$ cat src/rtl/saes_pkg.sv
`timescale 1ns / 1ps
`default_nettype none
// ----------------------------------------------------------------------------
// saes_pkg
// types, constants and nibble functions of the simplified aes cipher
// ----------------------------------------------------------------------------
package saes_pkg;

  localparam int unsigned BlockW = 16;
  localparam int unsigned KeyW   = 16;
  localparam int unsigned PaddrW = 3;
  localparam int unsigned PdataW = 32;

  // register index of the key, taken from the word address
  localparam logic RegCipherKey = 1'b0;

  // direction codes
  localparam logic KindEnc = 1'b0;
  localparam logic KindDec = 1'b1;

  localparam logic [7:0] Rcon1 = 8'h80;
  localparam logic [7:0] Rcon2 = 8'h30;
  localparam logic [3:0] GfPoly = 4'h3;

  typedef struct packed {
    logic [KeyW-1:0] rk0;
    logic [KeyW-1:0] rk1;
    logic [KeyW-1:0] rk2;
  } round_keys_t;

  typedef struct packed {
    logic              kind;
    logic [BlockW-1:0] data;
  } stage_t;

  function automatic logic [3:0] sbox_fwd(input logic [3:0] n);
    logic [3:0] r;
    case (n)
      4'h0: r = 4'd9;
      4'h1: r = 4'd4;
      4'h2: r = 4'd10;
      4'h3: r = 4'd11;
      4'h4: r = 4'd13;
      4'h5: r = 4'd1;
      4'h6: r = 4'd8;
      4'h7: r = 4'd5;
      4'h8: r = 4'd6;
      4'h9: r = 4'd2;
      4'ha: r = 4'd0;
      4'hb: r = 4'd3;
      4'hc: r = 4'd12;
      4'hd: r = 4'd14;
      4'he: r = 4'd15;
      4'hf: r = 4'd7;
      default: r = 4'd0;
    endcase
    return r;
  endfunction

  function automatic logic [3:0] sbox_inv(input logic [3:0] n);
    logic [3:0] r;
    case (n)
      4'h0: r = 4'd10;
      4'h1: r = 4'd5;
      4'h2: r = 4'd9;
      4'h3: r = 4'd11;
      4'h4: r = 4'd1;
      4'h5: r = 4'd7;
      4'h6: r = 4'd8;
      4'h7: r = 4'd15;
      4'h8: r = 4'd6;
      4'h9: r = 4'd0;
      4'ha: r = 4'd2;
      4'hb: r = 4'd3;
      4'hc: r = 4'd12;
      4'hd: r = 4'd4;
      4'he: r = 4'd13;
      4'hf: r = 4'd14;
      default: r = 4'd0;
    endcase
    return r;
  endfunction

  function automatic logic [BlockW-1:0] sub_nib(input logic [BlockW-1:0] v,
                                                input logic inv);
    logic [BlockW-1:0] r;
    for (int i = 0; i < 4; i++) begin
      r[4*i +: 4] = inv ? sbox_inv(v[4*i +: 4]) : sbox_fwd(v[4*i +: 4]);
    end
    return r;
  endfunction

  // swap nibbles n0 and n2
  function automatic logic [BlockW-1:0] shift_row(input logic [BlockW-1:0] v);
    return {v[15:12], v[3:0], v[7:4], v[11:8]};
  endfunction

  // multiply by x modulo x^4+x+1
  function automatic logic [3:0] gf_x(input logic [3:0] a);
    return {a[2:0], 1'b0} ^ (a[3] ? GfPoly : 4'h0);
  endfunction

  function automatic logic [7:0] mix_col(input logic [7:0] c, input logic inv);
    logic [3:0] a, b, a2, b2, a4, b4, a9, b9;
    a  = c[7:4];
    b  = c[3:0];
    a2 = gf_x(a);
    b2 = gf_x(b);
    a4 = gf_x(a2);
    b4 = gf_x(b2);
    a9 = gf_x(a4) ^ a;
    b9 = gf_x(b4) ^ b;
    if (inv) begin
      return {a9 ^ b2, a2 ^ b9};
    end
    return {a ^ b4, a4 ^ b};
  endfunction

  function automatic logic [BlockW-1:0] mix_columns(input logic [BlockW-1:0] v,
                                                    input logic inv);
    return {mix_col(v[15:8], inv), mix_col(v[7:0], inv)};
  endfunction

  function automatic logic [7:0] key_g(input logic [7:0] w, input logic [7:0] rc);
    return {sbox_fwd(w[3:0]), sbox_fwd(w[7:4])} ^ rc;
  endfunction

  function automatic round_keys_t expand_keys(input logic [KeyW-1:0] key);
    round_keys_t rk;
    logic [7:0] w2, w3, w4, w5;
    w2 = key[15:8] ^ key_g(key[7:0], Rcon1);
    w3 = w2 ^ key[7:0];
    w4 = w2 ^ key_g(w3, Rcon2);
    w5 = w4 ^ w3;
    rk.rk0 = key;
    rk.rk1 = {w2, w3};
    rk.rk2 = {w4, w5};
    return rk;
  endfunction

  // first stage: key add, nibble substitution, row shift
  function automatic logic [BlockW-1:0] stage1_fn(input logic kind,
                                                  input logic [BlockW-1:0] v,
                                                  input round_keys_t rk);
    logic [BlockW-1:0] t;
    t = v ^ ((kind == KindDec) ? rk.rk2 : rk.rk0);
    return shift_row(sub_nib(t, kind == KindDec));
  endfunction

  // middle stage: column mixing and the middle round key
  function automatic logic [BlockW-1:0] stage2_fn(input logic kind,
                                                  input logic [BlockW-1:0] v,
                                                  input round_keys_t rk);
    if (kind == KindDec) begin
      return mix_columns(v ^ rk.rk1, 1'b1);
    end
    return mix_columns(v, 1'b0) ^ rk.rk1;
  endfunction

  // last stage: nibble substitution, row shift, key add
  function automatic logic [BlockW-1:0] stage3_fn(input logic kind,
                                                  input logic [BlockW-1:0] v,
                                                  input round_keys_t rk);
    logic [BlockW-1:0] t;
    t = shift_row(sub_nib(v, kind == KindDec));
    return t ^ ((kind == KindDec) ? rk.rk0 : rk.rk2);
  endfunction

endpackage
`default_nettype wire

$ cat src/rtl/saes_if.sv
`timescale 1ns / 1ps
`default_nettype none
// ----------------------------------------------------------------------------
// saes_in_if / saes_out_if
// valid/ready channels for blocks into and results out of the cipher
// ----------------------------------------------------------------------------
interface saes_in_if;
  logic        valid;
  logic        ready;
  logic        kind;
  logic [15:0] data_block;

  modport source (output valid, kind, data_block, input ready);
  modport sink   (input valid, kind, data_block, output ready);
endinterface

interface saes_out_if;
  logic        valid;
  logic        ready;
  logic [15:0] result_block;

  modport source (output valid, result_block, input ready);
  modport sink   (input valid, result_block, output ready);
endinterface
`default_nettype wire

$ cat src/rtl/saes_apb.sv
`timescale 1ns / 1ps
`default_nettype none
// ----------------------------------------------------------------------------
// saes_apb
// key register on an apb-style port, round keys expanded at the write
// ----------------------------------------------------------------------------
module saes_apb
  import saes_pkg::*;
(
  input  wire logic              clk_i,
  input  wire logic              rst_ni,
  input  wire logic              psel,
  input  wire logic              penable,
  input  wire logic              pwrite,
  input  wire logic [PaddrW-1:0] paddr,
  input  wire logic [PdataW-1:0] pwdata,
  output      logic [PdataW-1:0] prdata,
  output      logic              pready,
  output      round_keys_t       rk_o
);

  logic [KeyW-1:0] key_q;
  round_keys_t     rk_q;
  logic            key_we;

  assign pready = 1'b1;
  assign key_we = psel && penable && pwrite && (paddr[2] == RegCipherKey);

  always_ff @(posedge clk_i or negedge rst_ni) begin
    if (!rst_ni) begin
      key_q <= '0;
      rk_q  <= expand_keys('0);
    end else if (key_we) begin
      key_q <= pwdata[KeyW-1:0];
      rk_q  <= expand_keys(pwdata[KeyW-1:0]);
    end
  end

  assign prdata = (paddr[2] == RegCipherKey) ? {{(PdataW-KeyW){1'b0}}, key_q} : '0;
  assign rk_o   = rk_q;

endmodule
`default_nettype wire

$ cat src/rtl/saes_pipe_reg.sv
`timescale 1ns / 1ps
`default_nettype none
// ----------------------------------------------------------------------------
// saes_pipe_reg
// one pipeline register with valid bit and backpressure
// ----------------------------------------------------------------------------
module saes_pipe_reg
  import saes_pkg::*;
(
  input  wire logic   clk_i,
  input  wire logic   rst_ni,
  input  wire logic   valid_i,
  output      logic   ready_o,
  input  wire stage_t data_i,
  output      logic   valid_o,
  input  wire logic   ready_i,
  output      stage_t data_o
);

  logic   valid_q;
  stage_t data_q;

  // empty slot or the item in it leaves this cycle
  assign ready_o = !valid_q || ready_i;

  always_ff @(posedge clk_i or negedge rst_ni) begin
    if (!rst_ni) begin
      valid_q <= 1'b0;
    end else if (ready_o) begin
      valid_q <= valid_i;
    end
  end

  always_ff @(posedge clk_i) begin
    if (ready_o && valid_i) begin
      data_q <= data_i;
    end
  end

  assign valid_o = valid_q;
  assign data_o  = data_q;

endmodule
`default_nettype wire

$ cat src/rtl/simplified_aes_cipher_top.sv
`timescale 1ns / 1ps
`default_nettype none
// ----------------------------------------------------------------------------
// simplified_aes_cipher_top
// 16-bit simplified aes cipher, three-stage pipeline, one item per cycle while the output keeps up
// ----------------------------------------------------------------------------
// The core takes one 16-bit block and a direction bit per item (kind 0
// encrypts, kind 1 decrypts) and returns one 16-bit block per item, in
// order. Items pass through three register stages: the first does the
// outer key addition with nibble substitution and row shift, the second the
// column mixing with the middle round key, the third the last substitution,
// row shift and key addition. A result is presented from the third stage
// register once its item has passed the first and second registers, and one
// item is accepted every cycle while the output side keeps up; each stage
// holds its item under backpressure and empty stages still take new items.
// The key is written at byte addresses 0-3 of the apb-style port; the three
// round keys are expanded from the written value in the same cycle and
// registered, so an item may follow the write at once.
// Write the key only while no items are in flight.
// ----------------------------------------------------------------------------
module simplified_aes_cipher_top
  import saes_pkg::*;
(
  input  wire logic              clk_i,
  input  wire logic              rst_ni,
  saes_in_if.sink                in_i,
  saes_out_if.source             out_o,
  input  wire logic              psel,
  input  wire logic              penable,
  input  wire logic              pwrite,
  input  wire logic [PaddrW-1:0] paddr,
  input  wire logic [PdataW-1:0] pwdata,
  output      logic [PdataW-1:0] prdata,
  output      logic              pready
);

  round_keys_t rk;

  // stage payloads in and out of each pipeline register
  stage_t s1_d, s1_q;
  stage_t s2_d, s2_q;
  stage_t s3_d, s3_q;
  logic   s1_valid, s2_valid, s3_valid;
  logic   s2_ready, s3_ready;

  saes_apb u_apb (
    .clk_i   (clk_i),
    .rst_ni  (rst_ni),
    .psel    (psel),
    .penable (penable),
    .pwrite  (pwrite),
    .paddr   (paddr),
    .pwdata  (pwdata),
    .prdata  (prdata),
    .pready  (pready),
    .rk_o    (rk)
  );

  // first round half: outer key, substitution, row shift
  always_comb begin
    s1_d.kind = in_i.kind;
    s1_d.data = stage1_fn(in_i.kind, in_i.data_block, rk);
  end

  saes_pipe_reg u_s1 (
    .clk_i   (clk_i),
    .rst_ni  (rst_ni),
    .valid_i (in_i.valid),
    .ready_o (in_i.ready),
    .data_i  (s1_d),
    .valid_o (s1_valid),
    .ready_i (s2_ready),
    .data_o  (s1_q)
  );

  // column mixing around the middle round key
  always_comb begin
    s2_d.kind = s1_q.kind;
    s2_d.data = stage2_fn(s1_q.kind, s1_q.data, rk);
  end

  saes_pipe_reg u_s2 (
    .clk_i   (clk_i),
    .rst_ni  (rst_ni),
    .valid_i (s1_valid),
    .ready_o (s2_ready),
    .data_i  (s2_d),
    .valid_o (s2_valid),
    .ready_i (s3_ready),
    .data_o  (s2_q)
  );

  // final round half; this register is the output register
  always_comb begin
    s3_d.kind = s2_q.kind;
    s3_d.data = stage3_fn(s2_q.kind, s2_q.data, rk);
  end

  saes_pipe_reg u_s3 (
    .clk_i   (clk_i),
    .rst_ni  (rst_ni),
    .valid_i (s2_valid),
    .ready_o (s3_ready),
    .data_i  (s3_d),
    .valid_o (s3_valid),
    .ready_i (out_o.ready),
    .data_o  (s3_q)
  );

  assign out_o.valid        = s3_valid;
  assign out_o.result_block = s3_q.data;

endmodule
`default_nettype wire
$ cat src/flat_wrapper.sv
// flat-port wrapper written by rule: the top's interface ports become plain ports
module simplified_aes_cipher_top_flat import saes_pkg::*;
  (clk_i, rst_ni, psel, penable, pwrite, paddr, pwdata, prdata, pready, in_i_valid, in_i_kind, in_i_data_block, in_i_ready, out_o_valid, out_o_result_block, out_o_ready);
  saes_in_if in_i_i ();
  saes_out_if out_o_i ();
  input  wire logic clk_i;
  input  wire logic rst_ni;
  input  wire logic psel;
  input  wire logic penable;
  input  wire logic pwrite;
  input  wire logic [PaddrW-1:0] paddr;
  input  wire logic [PdataW-1:0] pwdata;
  output      logic [PdataW-1:0] prdata;
  output      logic pready;
  input wire logic [$bits(in_i_i.valid)-1:0] in_i_valid;
  input wire logic [$bits(in_i_i.kind)-1:0] in_i_kind;
  input wire logic [$bits(in_i_i.data_block)-1:0] in_i_data_block;
  output wire logic [$bits(in_i_i.ready)-1:0] in_i_ready;
  output wire logic [$bits(out_o_i.valid)-1:0] out_o_valid;
  output wire logic [$bits(out_o_i.result_block)-1:0] out_o_result_block;
  input wire logic [$bits(out_o_i.ready)-1:0] out_o_ready;
  assign in_i_i.valid = in_i_valid;
  assign in_i_i.kind = in_i_kind;
  assign in_i_i.data_block = in_i_data_block;
  assign in_i_ready = in_i_i.ready;
  assign out_o_valid = out_o_i.valid;
  assign out_o_result_block = out_o_i.result_block;
  assign out_o_i.ready = out_o_ready;
  simplified_aes_cipher_top u_core (.clk_i(clk_i), .rst_ni(rst_ni), .in_i(in_i_i), .out_o(out_o_i), .psel(psel), .penable(penable), .pwrite(pwrite), .paddr(paddr), .pwdata(pwdata), .prdata(prdata), .pready(pready));
endmodule
$ cat config.mk
export PLATFORM = sky130hd
export DESIGN_NAME = simplified_aes_cipher_top_flat
export DESIGN_NICKNAME = d
export VERILOG_FILES = /design/src/rtl/saes_pkg.sv /design/src/rtl/saes_if.sv /design/src/rtl/saes_apb.sv /design/src/rtl/saes_pipe_reg.sv /design/src/rtl/simplified_aes_cipher_top.sv /design/src/flat_wrapper.sv
export SDC_FILE = /design/constraint.sdc
export NUM_CORES = 1
export LEC_CHECK = 0
export ABC_AREA = 1
export BUFFER_PORTS_ARGS = -buffer_cell sky130_fd_sc_hd__buf_2
export CAP_MARGIN = 10
export CORE_UTILIZATION = 32
export DETAILED_ROUTE_END_ITERATION = 10
export GPL_TIMING_DRIVEN = 0
export PLACE_DENSITY = 0.55
export SYNTH_ARGS = -nofsm -noshare
export SYNTH_HDL_FRONTEND = slang
export SYNTH_HIERARCHICAL = 1
export SYNTH_SLANG_ARGS = --single-unit
export TNS_END_PERCENT = 100
$ cat constraint.sdc
create_clock -name clk_i -period 2.3 [get_ports clk_i]
set_input_delay 0 -clock clk_i [delete_from_list [all_inputs] [get_ports clk_i]]
set_output_delay 0 -clock clk_i [all_outputs]
set_load 0.02 [all_outputs]
==> results of run 1 <==
==> metrics by stage <==
step           cells  total power [mW]  worst slack (ns)  util [%]
6_report        1874              8.75             0.151      37.6
5_1_grt         1874              9.46            0.0601      37.6
4_1_cts         1874              8.77            0.0487      37.6
3_5_place_dp    1847              7.08           -0.0917      36.1
3_3_place_gp    1844              7.04            -0.188      35.9
2_1_floorplan   1389              5.92             0.321         -
==> routing by layer <==
layer	up-vias	routed length, um	global-route usage, %
li1	4631	-	-
met2	278	13000	30.9
met1	4156	12800	25.9
met4	0	920	6.74
met3	40	2100	2.93
met5	-	0	0
==> critical path: cells and delay by family, from the launching register on <==
family                   cells  cell delay, ns
adder cells (fa/ha/maj)      1            0.33
AO/OA/AOI/OAI                1            0.19
buffers and inverters        1            0.18
flip-flops                   1            0.47
AND/OR/NAND/NOR              6            0.67
==> worst max-delay path by stage <==
| stage | startpoint | to | slack [ns] | cells after the start |
|---|---|---|---|---|
| 2_1_floorplan | u_core/u_s3/valid_o | u_core/u_s1/data_o[0] | 0.32 | 5 |
| 3_3_place_gp | u_core/u_s3/valid_o | u_core/u_s1/data_o[16] | -0.19 | 5 |
| 3_5_place_dp | pwdata[1] | u_core/u_apb/rk_o[8] | -0.09 | 18 |
| 4_1_cts | u_core/u_s2/data_o[16] | u_core/u_s3/data_o[0] | 0.05 | 5 |
| 5_1_grt | u_core/u_apb/rk_o[9] | u_core/u_s1/data_o[0] | 0.06 | 9 |
| 6_report | u_core/u_apb/rk_o[9] | u_core/u_s1/data_o[0] | 0.15 | 9 |
==> cell type report <==
cell class                 count  share of cell area [%]
inverter                     147                    5.12
timing repair buffer          86                    4.79
multi-input combinational   1086                    53.7
clock buffer                  11                    2.42
tap                          384                    4.40
buffer                        54                    3.37
sequential                   101                    25.6
clock inverter                 5                   0.584
==> power by group <==
group | total (mW) | internal, mW | switching (mW) | leakage [nW]
clock network | 1.66 | 0.951 | 0.709 | 0.163
registers | 3.00 | 2.51 | 0.493 | 1.07
logic | 4.09 | 1.49 | 2.60 | 4.33
==> layout by cell type (no fill, tap or decap), types with 10 or more instances in the layout <==
cell / count
nand2_1: 435
nand3_1: 192
inv_1: 137
buf_2: 83
nor2_1: 77
o21ai_0: 76
ha_1: 74
edfxtp_1: 50
dfrtp_1: 39
nand2_2: 35
xnor2_1: 33
a21oi_1: 22
buf_4: 22
xor2_1: 19
nand3_2: 19
o211ai_1: 18
conb_1: 17
or2_2: 16
dlygate4sd3_1: 11
clkbuf_1: 11
dfstp_2: 11
clkbuf_16: 10
nand4_1: 10
==> registers in the layout, indices dropped and copies added, names as in the netlist <==
name / flops
u_core/u_s2/data_o: 17
u_core/u_s1/valid_o: 1
u_core/u_s3/valid_o: 1
u_core/u_apb/rk_o: 48
u_core/u_s1/data_o: 17
u_core/u_s3/data_o: 16
u_core/u_s2/valid_o: 1
==> repair_timing <==
item / in CTS / in global routing
hold buffers: 11 / 0
resized for setup: 0 / 2
endpoints found under the hold margin: 50 / 0
setup endpoints to repair: 0 / 6
==> results.md, run 1 <==
* Largest net degree at the start of global routing at 52
* Die X at 175 um
* Inserted Clock Buffers at 9
* Hold WC Path Type: in2reg
* Worst r2r dst: u_core/u_s1/data_o[0]
* Hold Path Origin: pwdata[1]
* DR iter-0 viols at 710
* N_diodes at 0
* IO Count at 110
* Leak pwr at 5.57 nW
* Clk root buf: clkbuf_16
* DP HPWL at 22800 um
* CP max stage delay at 0.47 ns
* H-Tree Depth at 3
* Reg-to-reg slack, setup at 0.15 ns
* CP required at 2.37 ns
* Reg2Reg Launch Point: u_core/u_apb/rk_o[9]
* Critical-path cell list: nand2_1, nand2_1, nand2_1, nand2_1, inv_1, ha_1, nor2_1, o211ai_1, nand3_1
* Vias in the first global route at 8285
* Fin. Hold Viols at 0
* Post-Route WL at 28800 um
* Fin crit share at 93.4%
* Element type at the critical path end: flip-flop
* Avg WL per Cell at 15.3 um
* Worst slew pin tran at 1.03 ns
* Cells after Synth at 1374
* CTS Sinks at 101
* Setup TNS at 0 ns
* Final setup viols at 0
* Initial antenna violation count at 0
* Worst EP arrival at 2.22 ns
* CP most frequent cell: nand2_1
* First-pass detailed-route iteration total at 5
* Syn Std Cell Area at 9520 um2
* Clk_lat worst skew at 0.37 ns
* Antenna Nets Post-Route at 0
* Initial core utilization at 32.8%
* Layout net count at 1618
* Core Area at 29000 um2
* Clk pin slew, worst setup/hold paths at 0.08 ns
* Worst hold path cell count at 3
* First-pass GRT wire length at 45000 um
* Pwr dens at 802 nW/um2
* Worst r2r path cells at 9
* Worst setup SP type: flip-flop
* GP Congestion at 0.906
* Layout fillers at 3118
* Via count at 9105
* CTS Buffer Depth at 2
* Area Overhead vs Synth at 14.7%
* Slew HR at 30.9%
* DRC Markers at 0
* Outcome: finished clean
* Area of the multi-input gates at 5870 um2
* Critical path fanouts, max at 7
* Vias per cell at 4.86
* Grt total ovfl at 0
* DP Area at 10500 um2
* Max Cap Violations at 0
* WHS at 0.00776 ns
* GRT Total Usage at 19.2%
* Final instance area at 10900 um2
* Synthesized area per cell at 6.93 um2
* Hold endpoint: u_core/u_apb/rk_o[1]
* Slew Limit Fails at 0
* RSZ-0062 raised after global routing: false
* Register Area at 2790 um2
* Synth warnings at 6
* Post-CTS Setup Inserts at 0
* DIE AREA at 30500 um2
* Fmax at 465 MHz
* Slowest cell on crit path: dfrtp_1
* Crit Path Category: reg2reg
* Layout Skew at 0.0153 ns
* Minimum clock period at 2.15 ns
* PortBufs at 71
* CTS tree: yes
* Die height at 175 um
* Worst vdd ir at 409 uV
* Row count at 62
* Share of cells above drive strength 1 at 16.0%
Note: power is estimated with default switching activity, not from simulation.
==> run 2: changes to the inputs <==
--- a/config.mk
+++ b/config.mk
@@ -8,10 +8,12 @@
 export ABC_AREA = 1
 export BUFFER_PORTS_ARGS = -buffer_cell sky130_fd_sc_hd__buf_2
 export CAP_MARGIN = 10
+export CORE_MARGIN = 2
 export CORE_UTILIZATION = 32
 export DETAILED_ROUTE_END_ITERATION = 10
 export GPL_TIMING_DRIVEN = 0
 export PLACE_DENSITY = 0.55
+export REMOVE_ABC_BUFFERS = 1
 export SYNTH_ARGS = -nofsm -noshare
 export SYNTH_HDL_FRONTEND = slang
 export SYNTH_HIERARCHICAL = 1
==> results.md, run 2 (synthesis gave the netlist of run 1 again) <==
* CTS tree: yes
* DP HPWL at 20300 um (-11%)
* Largest net degree at the start of global routing at 47 (-9.6%)
* Slew Limit Fails at 0 (unchanged)
* Worst EP arrival at 2.32 ns (+0.10 ns)
* Setup ws final at 0.223 ns (+0.0711 ns)
* Crit Path Category: in2reg
* DP Area at 10200 um2 (-2.7%)
* Layout net count at 1567 (-3.2%)
* Grt total ovfl at 0 (unchanged)
* Final setup viols at 0 (unchanged)
* Layout fillers at 3251 (+4.3%)
* Critical path fanouts, max at 40 (+33)
* Setup TNS at 0 ns (unchanged)
* DIE AREA at 31200 um2 (+2.3%)
* GP Congestion at 0.850 (-6.2%)
* Core Area at 29500 um2 (+1.6%)
* Row count at 63 (+1.6%)
* Clk root buf: clkbuf_16
* Outcome: finished, violations left
* DR iter-0 viols at 656 (-7.6%)
* Antenna Nets Post-Route at 0 (unchanged)
* Die height at 177 um (+1.1%)
* Fin crit share at 90.3% (-3.1 points)
* H-Tree Depth at 3 (unchanged)
* CP most frequent cell: nand2_1
* Most frequent cells in the layout: 436 x nand2_1, 191 x nand3_1, 136 x inv_1
* First-pass GRT wire length at 41800 um (-7.1%)
* CP required at 2.54 ns (+0.17 ns)
* Placed cells at 1803 (-2.4%)
* Final instance area at 10600 um2 (-3.3%)
* Inserted Clock Buffers at 9 (unchanged)
* Power Total at 8.35 mW (-4.6%)
* Clk pin slew, worst setup/hold paths at 0.06 ns (-0.02 ns)
* DRC Markers at 0 (unchanged)
* Slew HR at 37.9% (+7.1 points)
* Pwr dens at 791 nW/um2 (-1.3%)
* Worst setup SP type: input pin
* Fmax at 481 MHz (+3.4%)
* Initial antenna violation count at 1 (+1)
* GRT Total Usage at 17.1% (-2.1 points)
* Area Overhead vs Synth at 10.8%
* CP top delay family: simple AND/OR/NAND/NOR gates
* PortBufs at 74 (+4.2%)
* CTS Buffer Depth at 2 (unchanged)
* RSZ-0062 raised after global routing: false
* Final core occ at 35.8% (-1.8 points)
* First-pass detailed-route iteration total at 5 (unchanged)
* Critical-path cell list: buf_2, nor2_1, nand3_2, buf_12, clkinv_2, nand3_1, nand2_1, nand2_1, nand2_1, nand2_1
* Reg2Reg Launch Point: u_core/u_apb/rk_o[9]
* Element type at the critical path end: flip-flop
* Violated checks: hold timing
* Vias per cell at 4.74 (-2.4%)
* Critical Path Start: paddr[2]
* Layout Skew at 0.00974 ns (-0.00552 ns)
* WHS at -0.00126 ns (-0.00902 ns)
* Avg WL per Cell at 14.3 um (-7.1%)
* Post-Route WL at 26100 um (-9.3%)
* Non-filler instance count after layout at 1829 (-2.4%)
* Initial core utilization at 32.3% (-0.52 points)
* CTS Sinks at 101 (unchanged)
* Vias in the first global route at 7866 (-5.1%)
* Worst slew pin tran at 0.931 ns (-0.0953 ns)
* Critical path buffers and inverters at 3 (+2)
* N_diodes at 0 (unchanged)
* Dpl ws at -0.613 ns (-0.522 ns)
* CP max stage delay at 0.52 ns (+0.05 ns)
* Minimum clock period at 2.08 ns (-0.0711 ns)
* IO Count at 110 (unchanged)
* Slowest cell on crit path: nand3_2
* Leak pwr at 5.33 nW (-4.2%)
* Die X at 177 um (+1.1%)
* Max Cap Violations at 0 (unchanged)
* Max reg flops at 48 (unchanged)
* Clk_lat worst skew at 0.36 ns (about the same)
* Worst vdd ir at 335 uV (-18%)
* Via count at 8673 (-4.7%)
* Fin. Hold Viols at 1 (+1)
* Most common cell after layout, fill and taps aside: nand2_1
* Share of cells above drive strength 1 at 14.1% (-1.9 points)
* Hold Path Origin: pwdata[12]
* Hold WC Path Type: in2reg
[run 2: final timing paths]
check	endpoint	slack, ns	cells after the start
setup / recovery	u_core/u_apb/rk_o[7]	0.22	10
hold / removal	u_core/u_apb/rk_o[44]	-0.001	3
setup reg to reg	u_core/u_s1/data_o[2]	0.23	13
hold reg to reg	u_core/u_apb/rk_o[11]	0.50	2
max in group asynchronous	u_core/u_apb/rk_o[11]	1.45	3
min in group asynchronous	u_core/u_s1/valid_o	0.19	2
[run 2: per-layer routing]
layer / global-route usage, % / routed length (um)
met5: 0 / 13
met4: 3.17 / 253
met3: 2.65 / 925
met2: 27.2 / 11800
met1: 24.5 / 13100
[run 2: layout make-up]
class	instances	area (um2)	area share [%]
sequential	101	2790	26.4
tap	390	488	4.62
timing repair inverter	1	7.51	0.0711
clock buffer	12	246	2.34
clock inverter	4	25.0	0.237
timing repair buffer	88	559	5.30
multi-input combinational	1086	5870	55.6
inverter	147	564	5.35
[run 2: worst register-to-register path, delay by kind of cell (launching register included)]
kind	cells	cell delay [ns]
AND/OR/NAND/NOR	9	0.80
adder cells (fa/ha/maj)	1	0.34
flip-flops	1	0.41
buffers and inverters	3	0.29
[run 2: repair_timing]
action	CTS	global route
endpoints found under the setup margin	33	3
gates cloned	1	0
hold buffers	7	0
endpoints found under the hold margin	23	0
setup buffers	2	0
resized for setup	4	1
[run 2: power breakdown]
group          switching (mW)  total, mW  internal, mW  leakage [nW]
Combinational            2.49       3.93          1.43          4.12
Sequential              0.474       2.99          2.51          1.08
Clock                   0.677       1.44         0.761         0.130
Total                    3.64       8.35          4.71          5.33
==> run 3: changes to the inputs <==
--- a/config.mk
+++ b/config.mk
@@ -12,10 +12,9 @@
 export CORE_UTILIZATION = 32
 export DETAILED_ROUTE_END_ITERATION = 10
 export GPL_TIMING_DRIVEN = 0
-export PLACE_DENSITY = 0.55
+export PLACE_DENSITY = 0.57
 export REMOVE_ABC_BUFFERS = 1
 export SYNTH_ARGS = -nofsm -noshare
 export SYNTH_HDL_FRONTEND = slang
-export SYNTH_HIERARCHICAL = 1
 export SYNTH_SLANG_ARGS = --single-unit
 export TNS_END_PERCENT = 100
==> constraint.sdc (replaced) <==
create_clock -name clk_i -period 1.7 [get_ports clk_i]
set_input_delay 0 -clock clk_i [delete_from_list [all_inputs] [get_ports clk_i]]
set_output_delay 0 -clock clk_i [all_outputs]
set_load 0.02 [all_outputs]
==> results.md, run 3 <==
* Synth area leaders: edfxtp_1 15%, nand2_1 13%, dfrtp_1 10%, ha_1 9.5%, dfxtp_1 6.6%
* Inserted Clock Buffers at 17 (+8)
* Outcome: finished, violations left
* CP max stage delay at 0.50 ns (-0.02 ns)
* First-pass detailed-route iteration total at 5 (unchanged)
* Worst slew pin tran at 0.830 ns (-0.101 ns)
* N_diodes at 0 (unchanged)
* Die height at 178 um (+0.99%)
* H-Tree Depth at 4 (+1)
* Met1 global-route usage at 26.2% (+1.7 points)
* Yosys top cell area share at 15.5%
* Avg WL per Cell at 16.5 um (+16%)
* Clk pin slew, worst setup/hold paths at 0.07 ns (about the same)
* EDFF count, synth at 50
* Ys flop type: edfxtp_1
* Worst r2r path cells at 14 (+1)
* Post-Route WL at 32100 um (+23%)
* Worst vdd ir at 761 uV (+130%)
* Worst EP arrival at 2.53 ns (+0.21 ns)
* PortBufs at 74 (unchanged)
* Element type at the critical path end: flip-flop
* Leak pwr at 6.55 nW (+23%)
* DR iter-0 viols at 661 (+0.76%)
* IO Count at 110 (unchanged)
* Fin crit share at 127%
* Via count at 9578 (+10%)
* Area Overhead vs Synth at 48.3%
* Top-count cell post-synth: nand2_1
* DRC Markers at 0 (unchanged)
* Critical-path cell list: xor2_1, nand2_1, nand2_1, nor2_1, o21ai_2, nand3_2, nand2_4, buf_6, ha_4, inv_2, nand2_2, nand2_2, inv_1, a21oi_1
* Minimum clock period at 2.17 ns
* Worst hold path cell count at 4 (+1)
* Initial core utilization at 32.6% (+0.30 points)
* Syn Std Cell Area at 9720 um2 (+2.0%)
* Die X at 178 um (+0.99%)
* CTS Buffer Depth at 2 (unchanged)
* Pwr dens at 1590 nW/um2 (+100%)
* FFs w/ async S/R, synth at 38.3%
* Core Area at 29800 um2 (+1.1%)
* Final instance area at 14400 um2 (+36%)
* Hold WC Path Type: in2reg
* GRT busiest layer: met2
* Fmax at 462 MHz
* Final setup viols at 48 (+48)
* Worst setup SP type: flip-flop
* Area leader, netlist: edfxtp_1
* Slowest cell on crit path: edfxtp_1
* CTS Sinks at 133 (+32%)
* GP Congestion at 0.875 (+3.0%)
* Placed cells at 1711 (-5.1%)
* Met2 GRT Util at 30.7% (+3.5 points)
* Initial antenna violation count at 0 (-1)
* Max Cap Violations at 0 (unchanged)
* Non-filler instance count after layout at 1941 (+6.1%)
* Most common cell after layout, fill and taps aside: nand2_1
* Antenna Nets Post-Route at 0 (unchanged)
* Synth cell types at 51
* Vias per cell at 4.93 (+4.1%)
* Synth Register Bits at 133
* Final core occ at 48.3% (+13 points)
* Hold endpoint: u_core.u_apb.rk_o[20]
* DIE AREA at 31800 um2 (+2.0%)
* Layout net count at 1671 (+6.6%)
* Most frequent cells in the layout: 298 x nand2_1, 140 x buf_4, 89 x nand3_1
* Crit Path Category: reg2reg
* Largest net degree at the start of global routing at 52 (+11%)
* CTS tree: yes
* Reg-to-reg slack, setup at -0.47 ns (-0.70 ns)
* RSZ-0062 raised after global routing: true
* Synth warnings at 0 (-6)
* Grt total ovfl at 0 (unchanged)
* Synth top cells by count: 346 x nand2_1, 120 x inv_1, 119 x nand3_1, 97 x o21ai_0, 78 x nor2_1
* Fin. Hold Viols at 0 (-1)
* Slew HR at 44.7% (+6.8 points)
* Setup TNS at -14.31 ns (-14.31 ns)
* CP required at 2.07 ns (-0.47 ns)
* Layout Skew at 0.0141 ns (+0.00434 ns)
* Slew Limit Fails at 0 (unchanged)
* Setup ws final at -0.466 ns (-0.689 ns)
* Violated checks: setup timing
* Reg2Reg Launch Point: u_core.u_s1.data_o[6]
* WHS at 0.000946 ns (+0.00221 ns)
* Critical path fanouts, max at 4 (-90%)
* Clk_lat worst skew at 0.43 ns (+0.07 ns)
* Row count at 63 (unchanged)
* GRT Total Usage at 19.5% (+2.4 points)
* First-pass GRT wire length at 47400 um (+13%)
* Cells after Synth at 1284 (-6.6%)
* Grt met3 use at 4.45% (+1.8 points)
* Synthesized area per cell at 7.57 um2 (+9.2%)
* Clk root buf: clkbuf_16
* Share of cells above drive strength 1 at 40.2% (+26 points)
* Sequential-to-total area share from yosys stat at 35.3%
* Hold Path Origin: pwdata[4]
* Critical Path Start: u_core.u_s1.data_o[6]
* Vias in the first global route at 8922 (+13%)
* DP Area at 10300 um2 (+1.7%)
* DP HPWL at 19500 um (-4.1%)
-- run 3: cell count changes in the layout (fill, tap and decap cells not counted), sizes merged, moves of 8 or more --
cell,delta
a31oi,+9
o211ai,-9
dlygate4sd3,+10
nand3,-92
xnor2,+16
clkbuf,+8
nand2,-126
o21ai,+46
buf,+170
a21oi,+10
xor2,+25
nor3,+8
dfxtp,+32
-- run 3: cell type report --
cell class | count | area, um2
inverters | 138 | 621
clock buffers | 19 | 433
repair buffers | 269 | 2100
fillers | 2790 | 15400
flip-flops and latches | 133 | 3440
multi-input cells | 976 | 7150
repair inverters | 3 | 30.0
clock inverters | 13 | 148
well taps | 390 | 488
-- run 3: kinds of logic after synthesis --
kind of cell               share of synthesized area, %
AOI/OAI and AO/OA                                  12.0
buffers and inverters                              8.67
muxes                                             0.206
other                                            0.0773
adders and majority gates                          9.53
DFF                                                35.3
xor gates and xnor gates                           9.00
and+or+nand+nor                                    25.2
-- run 3: per-layer routing --
metal / vias up / part of all wire [%]
met5: - / 0
met4: 0 / 3.4
met3: 64 / 6.0
met2: 283 / 46
met1: 4557 / 44
li1: 4674 / -
-- run 3: timing repair --
| action | 4_1_cts | 5_1_grt |
|---|---|---|
| buffers inserted | 128 | 56 |
| gates cloned | 3 | 2 |
| hold buffers | 17 | 0 |
| pin swaps | 101 | 119 |
| resized for setup | 298 | 176 |
| endpoints found under the hold margin | 59 | 0 |
| setup endpoints to repair | 120 | 89 |
-- run 3: worst max-delay path, delay by kind of cell (launching register included) --
| family | cells | cell delay, ns |
|---|---|---|
| buf+inv | 3 | 0.20 |
| flops | 1 | 0.50 |
| compound gates | 2 | 0.26 |
| simple gates | 7 | 0.70 |
| xor+xnor | 1 | 0.24 |
| fa+ha+maj | 1 | 0.20 |
-- run 3: metrics by stage --
step                      power (mW)  worst slack [ns]
after floorplan                 11.6            -0.861
after global placement          13.5             -2.82
after detailed placement        13.6             -1.44
after CTS                       20.8            -0.414
after global routing            24.5            -0.597
final                           23.0            -0.466
-- run 3: power by group --
group	total, mW	internal [mW]	switching (mW)
combinational	13.7	6.06	7.61
clock	3.69	2.18	1.51
sequential	5.61	4.79	0.815
total	23.0	13.0	9.93
-- run 3: worst max path at each step --
stage | to | slack [ns] | depth (start not counted)
6_report | flip-flop | -0.47 | 14
3_3_place_gp | u_core.u_apb.rk_o[15] | -2.82 | 7
5_1_grt | flip-flop | -0.60 | 13
3_5_place_dp | u_core.u_s1.data_o[11] | -1.44 | 7
2_1_floorplan | u_core.u_apb.rk_o[3] | -0.86 | 10
4_1_cts | flip-flop | -0.41 | 13
